===== src/hw/rtl/bcfp_pkg.sv =====
// Shared constants, types and helpers for the boot command frame parser.
// Depends on nothing; imported by the parser and its output stage.
`default_nettype none

package bcfp_pkg;

    localparam int SUBPAGE_BYTES   = 32;
    localparam int MAX_FRAME_BYTES = 75;

    localparam int ADDR_W = $clog2(MAX_FRAME_BYTES);
    localparam int CNT_W  = $clog2(MAX_FRAME_BYTES + 1);
    localparam int KCNT_W = (SUBPAGE_BYTES > 1) ? $clog2(SUBPAGE_BYTES) : 1;

    // Frame lengths count the leading '*' and the newline
    localparam int SHORT_LEN   = 7;
    localparam int VERIFY_LEN  = 15;
    localparam int PROGRAM_LEN = 11 + 2 * SUBPAGE_BYTES;
    localparam bit PROG_FITS   = (PROGRAM_LEN <= MAX_FRAME_BYTES);

    localparam int PARAM_POS   = 6;
    localparam int PARAM_END   = 14;
    localparam int PAYLOAD_POS = 10;

    localparam logic [7:0] CH_STAR    = 8'h2A;
    localparam logic [7:0] CH_NEWLINE = 8'h0A;

    localparam logic [39:0] WORD_PING  = "+P1NG";
    localparam logic [39:0] WORD_CLEAR = "CLEAR";
    localparam logic [39:0] WORD_PROGR = "PROGR";
    localparam logic [39:0] WORD_VERIF = "VERIF";

    localparam logic [2:0] CMD_REJECT  = 3'd0;
    localparam logic [2:0] CMD_PING    = 3'd1;
    localparam logic [2:0] CMD_ERASE   = 3'd2;
    localparam logic [2:0] CMD_PROGRAM = 3'd3;
    localparam logic [2:0] CMD_VERIFY  = 3'd4;
    localparam logic [2:0] CMD_PAGE_OOR = 3'd5;

    localparam logic KIND_HEADER  = 1'b0;
    localparam logic KIND_PAYLOAD = 1'b1;

    typedef struct packed {
        logic        kind;
        logic [2:0]  code;
        logic [31:0] param;
        logic [7:0]  data;
        logic        last;
    } res_t;

    function automatic logic hex_ok(input logic [7:0] c);
        return ((c >= 8'h30) && (c <= 8'h39)) || ((c >= 8'h41) && (c <= 8'h46));
    endfunction

    function automatic logic [3:0] hex_val(input logic [7:0] c);
        logic [7:0] v;
        v = (c <= 8'h39) ? (c - 8'h30) : (c - 8'h37);
        return v[3:0];
    endfunction

    // Character i (0 = leftmost) of a five-character command word
    function automatic logic [7:0] word_char(input logic [39:0] w, input logic [2:0] i);
        logic [7:0] ch;
        case (i)
            3'd0:    ch = w[39:32];
            3'd1:    ch = w[31:24];
            3'd2:    ch = w[23:16];
            3'd3:    ch = w[15:8];
            3'd4:    ch = w[7:0];
            default: ch = 8'h00;
        endcase
        return ch;
    endfunction

endpackage

`default_nettype wire


===== src/hw/rtl/bcfp_ram.sv =====
// Generic single-port-write, single-port-read synchronous RAM with registered read data.
// Read data holds its value while no read is issued. No dependencies.
`default_nettype none

module bcfp_ram #(
    parameter int DEPTH = 75,
    parameter int WIDTH = 8,
    localparam int AW   = (DEPTH > 1) ? $clog2(DEPTH) : 1
) (
    input  wire logic             clk,
    input  wire logic             we,
    input  wire logic [AW-1:0]    waddr,
    input  wire logic [WIDTH-1:0] wdata,
    input  wire logic             re,
    input  wire logic [AW-1:0]    raddr,
    output logic      [WIDTH-1:0] rdata
);

    logic [WIDTH-1:0] mem [DEPTH];

    always_ff @(posedge clk)
    begin
        if (we)
        begin
            mem[waddr] <= wdata;
        end
    end

    always_ff @(posedge clk)
    begin
        if (re)
        begin
            rdata <= mem[raddr];
        end
    end

endmodule

`default_nettype wire


===== src/hw/rtl/bcfp_out_stage.sv =====
// Output register of the parser: holds one result item until it is taken.
// Depends on bcfp_pkg for the result type.
`default_nettype none

module bcfp_out_stage
    import bcfp_pkg::*;
(
    input  wire logic        clk,
    input  wire logic        rst_n,
    input  wire logic        push,
    input  wire res_t        push_item,
    output logic             can_push,
    output logic             out_valid,
    input  wire logic        out_ready,
    output logic             item_kind,
    output logic [2:0]       command_code,
    output logic [31:0]      param_value,
    output logic [7:0]       data_byte,
    output logic             last
);

    logic valid_reg;
    res_t item_reg;

    assign can_push = !valid_reg || out_ready;

    always_ff @(posedge clk or negedge rst_n)
    begin
        if (!rst_n)
        begin
            valid_reg <= 1'b0;
        end
        else if (push)
        begin
            valid_reg <= 1'b1;
        end
        else if (out_ready)
        begin
            valid_reg <= 1'b0;
        end
    end

    always_ff @(posedge clk)
    begin
        if (push)
        begin
            item_reg <= push_item;
        end
    end

    assign out_valid    = valid_reg;
    assign item_kind    = item_reg.kind;
    assign command_code = item_reg.code;
    assign param_value  = item_reg.param;
    assign data_byte    = item_reg.data;
    assign last         = item_reg.last;

endmodule

`default_nettype wire


===== src/hw/rtl/boot_command_frame_parser.sv =====
// Boot command frame parser. While receiving, the block takes one byte per cycle
// (in_ready is high) and writes each frame byte into a 75-entry frame RAM. When the
// newline arrives, ready drops: a frame of a legal length (7, 15 or the program
// length) is scanned back from the RAM at one byte per cycle, and ready stays low
// until the header item has been issued, which waits on any output stall.
// An accepted program frame then drains its payload, each byte taking two RAM reads
// (high and low digit) and one output slot, which waits on any output stall.
// Frames of any other length skip the scan and go straight to a rejected header.
// No clearing pass follows reset.
// Depends on bcfp_pkg, bcfp_ram and bcfp_out_stage.
`default_nettype none

module boot_command_frame_parser
    import bcfp_pkg::*;
(
    input  wire logic        clk,
    input  wire logic        rst_n,
    input  wire logic        cfg_wr_en,
    input  wire logic [15:0] cfg_wr_data,
    input  wire logic        in_valid,
    output logic             in_ready,
    input  wire logic [7:0]  rx_byte,
    output logic             out_valid,
    input  wire logic        out_ready,
    output logic             item_kind,
    output logic [2:0]       command_code,
    output logic [31:0]      param_value,
    output logic [7:0]       data_byte,
    output logic             last
);

    localparam logic [2:0] S_RECV    = 3'd0;
    localparam logic [2:0] S_SCAN    = 3'd1;
    localparam logic [2:0] S_HDR     = 3'd2;
    localparam logic [2:0] S_PAY_HI  = 3'd3;
    localparam logic [2:0] S_PAY_LO  = 3'd4;
    localparam logic [2:0] S_PAY_OUT = 3'd5;

    localparam logic [CNT_W-1:0] LEN_SHORT  = CNT_W'(SHORT_LEN);
    localparam logic [CNT_W-1:0] LEN_VERIFY = CNT_W'(VERIFY_LEN);
    localparam logic [CNT_W-1:0] LEN_PROG   = CNT_W'(PROG_FITS ? PROGRAM_LEN : SHORT_LEN);
    localparam logic [CNT_W-1:0] LEN_MAX    = CNT_W'(MAX_FRAME_BYTES);
    localparam logic [CNT_W-1:0] POS_PARAM  = CNT_W'(PARAM_POS);
    localparam logic [CNT_W-1:0] POS_PEND   = CNT_W'(PARAM_END);
    localparam logic [CNT_W-1:0] POS_PAY    = CNT_W'(PAYLOAD_POS);
    localparam logic [KCNT_W-1:0] K_LAST    = KCNT_W'(SUBPAGE_BYTES - 1);

    logic [2:0]        state_reg, state_next;
    logic [CNT_W-1:0]  fill_reg, fill_next;
    logic [CNT_W-1:0]  len_reg, len_next;
    logic [CNT_W-1:0]  last_pos_reg, last_pos_next;
    logic [CNT_W-1:0]  rd_addr_reg, rd_addr_next;
    logic [CNT_W-1:0]  chk_reg, chk_next;
    logic              rdv_reg, rdv_next;
    logic [3:0]        match_reg, match_next;   // ping, clear, progr, verif
    logic              hex_reg, hex_next;
    logic [31:0]       param_reg, param_next;
    logic [3:0]        hi_reg, hi_next;
    logic [KCNT_W-1:0] k_reg, k_next;
    logic [15:0]       max_page_reg;

    logic              ram_we, ram_re;
    logic [ADDR_W-1:0] ram_raddr;
    logic [7:0]        ram_rdata;
    logic              push, can_push;
    res_t              push_item;

    logic              in_acc;
    logic [CNT_W-1:0]  n_len;
    logic [2:0]        cidx;
    logic [CNT_W-1:0]  cpos_m1;
    logic [15:0]       sub;
    logic              is_ping, is_clear, is_verify, is_prog;

    assign in_acc   = in_valid && in_ready;
    assign in_ready = (state_reg == S_RECV);
    assign n_len    = fill_reg + CNT_W'(1);
    assign ram_we   = in_acc && !((fill_reg == '0) && (rx_byte != CH_STAR));
    assign cpos_m1  = chk_reg - CNT_W'(1);
    assign cidx     = cpos_m1[2:0];
    assign sub      = param_reg[31:16];

    assign is_ping   = (len_reg == LEN_SHORT) && match_reg[0];
    assign is_clear  = (len_reg == LEN_SHORT) && match_reg[1];
    assign is_prog   = PROG_FITS && (len_reg == LEN_PROG) && match_reg[2] && hex_reg;
    assign is_verify = (len_reg == LEN_VERIFY) && match_reg[3] && hex_reg;

    always_ff @(posedge clk or negedge rst_n)
    begin
        if (!rst_n)
        begin
            max_page_reg <= 16'd63;
        end
        else if (cfg_wr_en)
        begin
            max_page_reg <= cfg_wr_data;
        end
    end

    always_comb
    begin
        state_next    = state_reg;
        fill_next     = fill_reg;
        len_next      = len_reg;
        last_pos_next = last_pos_reg;
        rd_addr_next  = rd_addr_reg;
        chk_next      = chk_reg;
        rdv_next      = 1'b0;
        match_next    = match_reg;
        hex_next      = hex_reg;
        param_next    = param_reg;
        hi_next       = hi_reg;
        k_next        = k_reg;
        ram_re        = 1'b0;
        ram_raddr     = rd_addr_reg[ADDR_W-1:0];
        push          = 1'b0;
        push_item     = '{kind: KIND_HEADER, code: CMD_REJECT, param: 32'd0,
                          data: 8'd0, last: 1'b1};

        unique case (state_reg)
            S_RECV:
            begin
                if (ram_we)
                begin
                    if (rx_byte == CH_NEWLINE)
                    begin
                        fill_next     = '0;
                        len_next      = n_len;
                        last_pos_next = n_len - CNT_W'(2);
                        rd_addr_next  = CNT_W'(1);
                        match_next    = 4'b1111;
                        hex_next      = 1'b1;
                        param_next    = 32'd0;
                        if ((n_len == LEN_SHORT) || (n_len == LEN_VERIFY) ||
                            (PROG_FITS && (n_len == LEN_PROG)))
                        begin
                            state_next = S_SCAN;
                        end
                        else
                        begin
                            // length alone rejects the frame
                            match_next = 4'b0000;
                            state_next = S_HDR;
                        end
                    end
                    else
                    begin
                        fill_next = (n_len >= LEN_MAX) ? '0 : n_len;
                    end
                end
            end

            S_SCAN:
            begin
                if (rd_addr_reg <= last_pos_reg)
                begin
                    ram_re       = 1'b1;
                    rdv_next     = 1'b1;
                    chk_next     = rd_addr_reg;
                    rd_addr_next = rd_addr_reg + CNT_W'(1);
                end
                if (rdv_reg)
                begin
                    if (chk_reg < POS_PARAM)
                    begin
                        match_next[0] = match_reg[0] && (ram_rdata == word_char(WORD_PING, cidx));
                        match_next[1] = match_reg[1] && (ram_rdata == word_char(WORD_CLEAR, cidx));
                        match_next[2] = match_reg[2] && (ram_rdata == word_char(WORD_PROGR, cidx));
                        match_next[3] = match_reg[3] && (ram_rdata == word_char(WORD_VERIF, cidx));
                    end
                    else
                    begin
                        hex_next = hex_reg && hex_ok(ram_rdata);
                        if (chk_reg < POS_PEND)
                        begin
                            param_next = {param_reg[27:0], hex_val(ram_rdata)};
                        end
                    end
                    if (chk_reg == last_pos_reg)
                    begin
                        state_next = S_HDR;
                    end
                end
            end

            S_HDR:
            begin
                if (can_push)
                begin
                    push       = 1'b1;
                    state_next = S_RECV;
                    if (is_ping)
                    begin
                        push_item.code = CMD_PING;
                    end
                    else if (is_clear)
                    begin
                        push_item.code = CMD_ERASE;
                    end
                    else if (is_verify)
                    begin
                        push_item.code  = CMD_VERIFY;
                        push_item.param = param_reg;
                    end
                    else if (is_prog)
                    begin
                        push_item.param = {16'd0, sub};
                        if (sub > max_page_reg)
                        begin
                            push_item.code = CMD_PAGE_OOR;
                        end
                        else
                        begin
                            push_item.code = CMD_PROGRAM;
                            push_item.last = 1'b0;
                            rd_addr_next   = POS_PAY;
                            k_next         = '0;
                            state_next     = S_PAY_HI;
                        end
                    end
                end
            end

            S_PAY_HI:
            begin
                ram_re       = 1'b1;
                rd_addr_next = rd_addr_reg + CNT_W'(1);
                state_next   = S_PAY_LO;
            end

            S_PAY_LO:
            begin
                hi_next      = hex_val(ram_rdata);
                ram_re       = 1'b1;
                rd_addr_next = rd_addr_reg + CNT_W'(1);
                state_next   = S_PAY_OUT;
            end

            S_PAY_OUT:
            begin
                // read data holds here until the output slot frees
                if (can_push)
                begin
                    push      = 1'b1;
                    push_item = '{kind: KIND_PAYLOAD, code: CMD_PROGRAM,
                                  param: {16'd0, sub},
                                  data: {hi_reg, hex_val(ram_rdata)},
                                  last: (k_reg == K_LAST)};
                    if (k_reg == K_LAST)
                    begin
                        state_next = S_RECV;
                    end
                    else
                    begin
                        k_next     = k_reg + KCNT_W'(1);
                        state_next = S_PAY_HI;
                    end
                end
            end

            default:
            begin
                state_next = S_RECV;
            end
        endcase
    end

    always_ff @(posedge clk or negedge rst_n)
    begin
        if (!rst_n)
        begin
            state_reg <= S_RECV;
            fill_reg  <= '0;
            rdv_reg   <= 1'b0;
        end
        else
        begin
            state_reg <= state_next;
            fill_reg  <= fill_next;
            rdv_reg   <= rdv_next;
        end
    end

    always_ff @(posedge clk)
    begin
        len_reg      <= len_next;
        last_pos_reg <= last_pos_next;
        rd_addr_reg  <= rd_addr_next;
        chk_reg      <= chk_next;
        match_reg    <= match_next;
        hex_reg      <= hex_next;
        param_reg    <= param_next;
        hi_reg       <= hi_next;
        k_reg        <= k_next;
    end

    // Writes happen only while receiving and reads only while ready is low,
    // so a read never overlaps a write to the same entry.
    bcfp_ram #(
        .DEPTH (MAX_FRAME_BYTES),
        .WIDTH (8)
    ) u_frame_ram (
        .clk   (clk),
        .we    (ram_we),
        .waddr (fill_reg[ADDR_W-1:0]),
        .wdata (rx_byte),
        .re    (ram_re),
        .raddr (ram_raddr),
        .rdata (ram_rdata)
    );

    bcfp_out_stage u_out_stage (
        .clk          (clk),
        .rst_n        (rst_n),
        .push         (push),
        .push_item    (push_item),
        .can_push     (can_push),
        .out_valid    (out_valid),
        .out_ready    (out_ready),
        .item_kind    (item_kind),
        .command_code (command_code),
        .param_value  (param_value),
        .data_byte    (data_byte),
        .last         (last)
    );

endmodule

`default_nettype wire


===== config.mk =====
export PLATFORM = sky130hd
export DESIGN_NAME = boot_command_frame_parser
export DESIGN_NICKNAME = d
export VERILOG_FILES = /design/src/hw/rtl/bcfp_pkg.sv /design/src/hw/rtl/bcfp_ram.sv /design/src/hw/rtl/bcfp_out_stage.sv /design/src/hw/rtl/boot_command_frame_parser.sv
export SDC_FILE = /design/constraint.sdc
export NUM_CORES = 1
export LEC_CHECK = 0
export BUFFER_PORTS_ARGS = -buffer_cell sky130_fd_sc_hd__clkbuf_2
export CAP_MARGIN = 10
export CELL_PAD_IN_SITES_DETAIL_PLACEMENT = 2
export CELL_PAD_IN_SITES_GLOBAL_PLACEMENT = 2
export CORE_MARGIN = 2
export CORE_UTILIZATION = 30
export CTS_BUF_LIST = sky130_fd_sc_hd__clkbuf_4
export CTS_CLUSTER_SIZE = 8
export DETAILED_ROUTE_END_ITERATION = 6
export PLACE_DENSITY = 0.62
export REMOVE_ABC_BUFFERS = 1
export SLEW_MARGIN = 0
export SYNTH_ARGS = -nofsm -noshare
export SYNTH_HDL_FRONTEND = slang
export SYNTH_SLANG_ARGS = --single-unit

===== constraint.sdc =====
create_clock -name clk -period 4.25 [get_ports clk]
set_input_delay 1.0625 -clock clk [delete_from_list [all_inputs] [get_ports clk]]
set_output_delay 1.0625 -clock clk [all_outputs]
set_load 0.01 [all_outputs]

# Yosys cells after proc, flatten, opt, wreduce, memory -nomap -nowiden
# Memories as Yosys holds them, arrays and structs flattened. A register that Yosys moved wholly into a read port is not among the register bits.
# Index checks and enable logic that the tools add are counted.
[word_totals] register_bits=147 ramBits=600 inputBits=29 output_inout_bits=47 elab_cells=212 mem_count=1
[classes] add_sub_neg=7 magnitude_cmp=9 eq_ne=39 n_mux=95 n_reduce_logical=42
[memory_table] name="u_frame_ram.mem" depth=75 width=8 read_ports=1 rd_clocked_by_memory_dff=1 wr=1 line_no="bcfp_ram.sv:19" source="logic [WIDTH-1:0] mem [DEPTH];"
[ops] cell="two-way mux 32 bit" count=7
[ops] cell="two-way mux 35 bit" count=3
[ops] cell="one-hot mux 7 bit (5 select lines)" count=3
[ops] cell="two-way mux 8 bit" count=12
[ops] cell="two-way mux 7 bit" count=11
[ops] cell="one-hot mux 35 bit (2 select lines)" count=1
[ops] cell="one-hot mux 32 bit (2 select lines)" count=1
[ops] cell="one-hot mux 7 bit (4 select lines)" count=2
[ops] cell="two-way mux 45 bit" count=1
[ops] cell="two-way mux 5 bit" count=8
[ops] cell="== test 8 bit" count=4
[ops] cell="!= test 2 bit (second input constant)" count=14
[ops] cell="two-way mux 3 bit" count=9
[ops] cell="two-way mux 4 bit" count=6
[ops] cell="two-way mux 1 bit" count=18
[ops] cell="one-hot mux 3 bit (6 select lines)" count=1
[ops] cell="> comparator 16 bit" count=1
[ops] cell="logical AND 1 bit" count=16
[ops] cell="adder 7 x 1 -> 7 bit (second input constant)" count=2
[ops] cell="== test 7 x 3 -> 1 bit (second input constant)" count=2
[ops] cell="== test 7 x 4 -> 1 bit (second input constant)" count=2
[ops] cell="== test 7 bit (second input constant)" count=2
[ops] cell="two-way mux 2 bit" count=7
[ops] cell="== test 3 x 2 -> 1 bit (second input constant)" count=4
[ops] cell="36 further kinds" count=55

# Depth between registers and ports, before layout
[logic_depth] depth_word=12 ltp_mapped=14 depth_no_buf=10

# Cells and area by module
# Synthesis repeated with hierarchy kept, for this count alone.
[unflattened] cells_unflattened=1833 hier_area_um2=31557.8
[by_module_without_submodules] mod="bcfp_ram" instances=1 cells_per_inst=1138 area_each_um2=23772.8
[by_module_without_submodules] mod="boot_command_frame_parser" instances=1 cells_per_inst=647 area_each_um2=6386.1
[by_module_without_submodules] mod="bcfp_out_stage" instances=1 cells_per_inst=48 area_each_um2=1398.8

# Worst setup path after synthesis
# Ideal clock, no wire load.
[synth_timing] path_kind="in2reg" start="in rx_byte[4]" end="reg param_reg[0] (enable)" arrival_ns=3.543 slack_ns=0.275 stages=5 path_cell_list="nor4b_1 -> and4b_1 -> and3_4 -> o22ai_4 -> a21oi_1"
[synth_between] elab_chain_cells=6 elab_cells_between_ends=8 cone_classes="eq/ne: 4; reduce/logical: 4"
[synth_rtl] item="start, declared" line_no="boot_command_frame_parser.sv:22" source="input wire logic [7:0] rx_byte,"
[synth_rtl] item="!= test 8 x 6 -> 1 bit" line_no="boot_command_frame_parser.sv:78" source="assign ram_we = in_acc && !((fill_reg == '0) && (rx_byte != CH_STAR));"
[synth_rtl] item="logical AND 1 bit" line_no="boot_command_frame_parser.sv:78"
[synth_rtl] item="logical NOT 1 bit" line_no="boot_command_frame_parser.sv:78"
[synth_rtl] item="logical AND 1 bit" line_no="boot_command_frame_parser.sv:78"
[synth_rtl] item="!= test 2 x 1 -> 1 bit (no line)"
[synth_rtl] item="AND reduction 6 bit (no line) *"
[synth_rtl] item="end signal, assigned" line_no="boot_command_frame_parser.sv:292" source="param_reg <= param_next;"
[synth_rtl] item="end, declared" line_no="boot_command_frame_parser.sv:57" source="logic [31:0] param_reg, param_next;"
# Mark *: on every way between the ends. The rest lies on a longest branch, timed or not.
# A chain may end at the register's enable or synchronous reset.

# Worst setup path after layout
[layout_timing] start="reg rd_addr_reg[3], in the netlist ram_raddr[3]" end="reg u_frame_ram.rdata[5] (read register of u_frame_ram.mem), data pin"
[layout_between] elab_chain_cells=3
[layout_rtl] item="start, declared" line_no="boot_command_frame_parser.sv:52" source="logic [CNT_W-1:0] rd_addr_reg, rd_addr_next;"
[layout_rtl] item="start signal, assigned" line_no="boot_command_frame_parser.sv:288" source="rd_addr_reg <= rd_addr_next;"
[layout_rtl] item="less-or-equal comparator 7 bit" line_no="boot_command_frame_parser.sv:155" source="if (rd_addr_reg <= last_pos_reg)"
[layout_rtl] item="two-way mux 1 bit" line_no="boot_command_frame_parser.sv:155"
[layout_rtl] item="one-hot mux 1 bit (2 select lines)" line_no="boot_command_frame_parser.sv:120" source="unique case (state_reg)"
[layout_rtl] item="end, declared" line_no="bcfp_ram.sv:16" source="output logic [WIDTH-1:0] rdata"
# Several ways; a longest one is shown, not always the timed one.

==> run metrics <==
status=finished clean; final setup TNS=0 ns; GRT Util Overall=0.1755; vias in the first global route=19.91k; die extent in x=325.2 um; Routed WL=92,750 um; synthesized area per cell=17.40 sq um; placed standard-cell area=0.03363 sq mm; pin count of the biggest net entering global routing=76; Synth Area in Compound Gates=0.05336; Worst-Margin Slew=1.209 ns; Worst slew margin=0.1907; post-synth cell types=73; dpl cells=3,250; simple-gate share of the synthesized area=0.06043; fmax=0.2901 GHz; die area=0.1058 sq mm; CTS tree=done; Clock transition at path regs=0.08 ns; Area Growth Syn to Fin=17.15%; layout cells sized above 1=0.3051; Overflow after GRT=0; worst skew pair latency=1.11 ns; root buf cell=clkbuf_4; io pins=76; Final min period=3.447 ns; main combinational cell family by area after synthesis=multiplexers; critical path endpoint category=flop; final count of hold timing violations=0; initial antenna violation count=4; Post-synth EDFFs=726; CTS max path bufs=3; Max H-tree Level=4; cell area after synthesis=0.03095 sq mm; Max Cap Viol=0; Data arrival, critical path=4.35 ns; DRT iter0 DRCs=1,431; cells after synthesis=1,779; count of input and output buffers=75; period utilization=0.8110; number of synthesis warnings=0; critical path class=reg2reg; core area=0.1020 sq mm; CP Max Fanout=24; flip-flop count of the largest register after layout=600; Slew Viols, Final=0; Vias/cell=4.964; # rows=117; Seq/Total Area, Yosys=0.7272; Setup crit start kind=flop; multiplexer share of the synthesized area=0.1123; TritonCTS Buffers=201; unrepaired setup endpoints after global routing=false; worst vdd rail ir drop=0.3168 mV; cell area after layout=0.03626 sq mm; Yosys reg bits=754; antenna-violating nets left=0; GPL Wtd Cong=0.8032; CTS Sinks=754; ys async rst share=0.03714; Post-Synth Adder-Cell Area=0.01536; total power=21.77 mW; CTS Hold Bufs=0; skew final=0.1057 ns; synthesized-area fraction occupied by xor and xnor cells=0.01217; initial core utilization=0.3034; non-filler cells, final=3,616; post-CTS resize count=0; Hold WC Path Type=in2async; Avg WL per Cell=25.65 um; fin nets=2,153; Leakage=12.45 nW; # DRC=0; die height=325.2 um; Req. time, crit path=5.16 ns; Via Count=17.95k; final setup vio count=0; drt pass-1 iters=5; dpl hpwl=60,120 um; PD cells=600.3 mW/mm^2; Most used DFF post-synth=edfxtp_1; first-pass GRT wire length=136,500 um; Post-CTS Repair Setup Buffers=0
==> cells in the final DEF, fill, tap and decap left out, types with 4 or more instances in the layout <==
cell type  count
edfxtp_1     726
clkbuf_4     295
mux4_2       128
nor2_1       127
buf_4        117
nand2_1       82
clkbuf_2      72
and2_1        53
mux2i_1       48
inv_1         47
o21ai_0       47
a21oi_1       44
clkinv_1      39
ha_1          38
a22o_1        37
xnor2_1       26
a221oi_1      26
dfrtp_1       22
nor2b_1       19
nand3_1       17
xor2_1        17
a22oi_1       16
nor3_1        14
nand4_1       13
o22ai_1       13
nand2b_1      11
a21o_1        11
clkinv_2      11
o211ai_1      10
mux2_2        10
a31oi_1        9
diode_2        6
nor4_1         6
dfstp_2        6
buf_12         6
and3_1         5
nand3_2        5
or3_1          4
==> Yosys cell counts, drive strengths merged, types with 37 or more instances <==
cell,instances,area (sq um)
a21oi,45,225.2
a22o,37,324.1
and2,53,331.6
buf,46,236.5
clkbuf,48,180.2
edfxtp,726,21800
ha,38,475.5
inv,47,176.4
mux2i,48,480.5
mux4,128,2883
nand2,85,329.1
nor2,130,490.5
o21ai,48,240.2
==> per-layer routing <==
layer	global-route usage	vias up	part of all wire
met5	0	-	0.00014
met4	0.06592	2	0.028
met3	0.04403	166	0.059
li1	-	7759	-
met1	0.2311	9411	0.44
met2	0.2797	612	0.48
==> worst paths after layout <==
path	startpoint	slack, ns	cells past startpoint	endpoint
max in group asynchronous	rst_n	3.41	1	rdv_reg$_DFF_PN0_
max reg2reg	ram_raddr[3]$_DFFE_PP_	0.80	6	u_frame_ram.rdata[5]$_DFFE_PP_
min in group clk	cfg_wr_data[3]	0.21	3	max_page_reg[3]$_DFFE_PN1P_
max	ram_raddr[3]$_DFFE_PP_	0.80	6	u_frame_ram.rdata[5]$_DFFE_PP_
min reg2reg	max_page_reg[3]$_DFFE_PN1P_	0.52	2	max_page_reg[3]$_DFFE_PN1P_
min	rst_n	0.17	1	fill_reg[5]$_DFFE_PN0P_
==> cell families (layout without fill, tap and decap cells) <==
kind of cell / after synthesis / count (layout)
simple gates: 379 / 379
compound gates: 238 / 238
flops: 754 / 754
mux: 186 / 186
fa+ha+maj: 38 / 38
buf+inv: 141 / 604
xor+xnor: 43 / 43
other cells: 0 / 6
==> critical path: stages (launching register included) <==
cell and delay (ns):
edfxtp_1 0.72, nor2b_2 1.07, a22oi_1 0.35, a21oi_1 0.28, a31oi_1 0.09, a221oi_1 0.64
a21o_1 0.14
==> stage by stage <==
step / hold slack (ns) / utilization / setup slack, ns
after global routing: 0.1289 / 0.3554 / 0.5535
final: 0.1668 / 0.3554 / 0.8034
after CTS: 0.08189 / 0.3552 / 0.7942
after detailed placement: 0.5198 / 0.3296 / -0.01309
after floorplan: 0.4741 / - / -3.971
after global placement: 0.4951 / 0.3296 / -0.01606
==> layout make-up <==
class,count,area [sq um]
timing repair buffer,198,1374
antenna,6,15.01
clock buffer,295,2215
multi-input combinational,884,7871
sequential,754,22510
clock inverter,64,389.1
inverter,47,176.4
fill,10290,65770
tap,1368,1712
==> where the power goes <==
| part | switching, mW | internal [mW] | total [mW] |
|---|---|---|---|
| Combinational | 3.62 | 2.27 | 5.89 |
| Clock | 3.15 | 3.38 | 6.52 |
| Sequential | 0.511 | 8.84 | 9.35 |
| Total | 7.28 | 14.5 | 21.8 |
(Power assumes the default switching activity.)
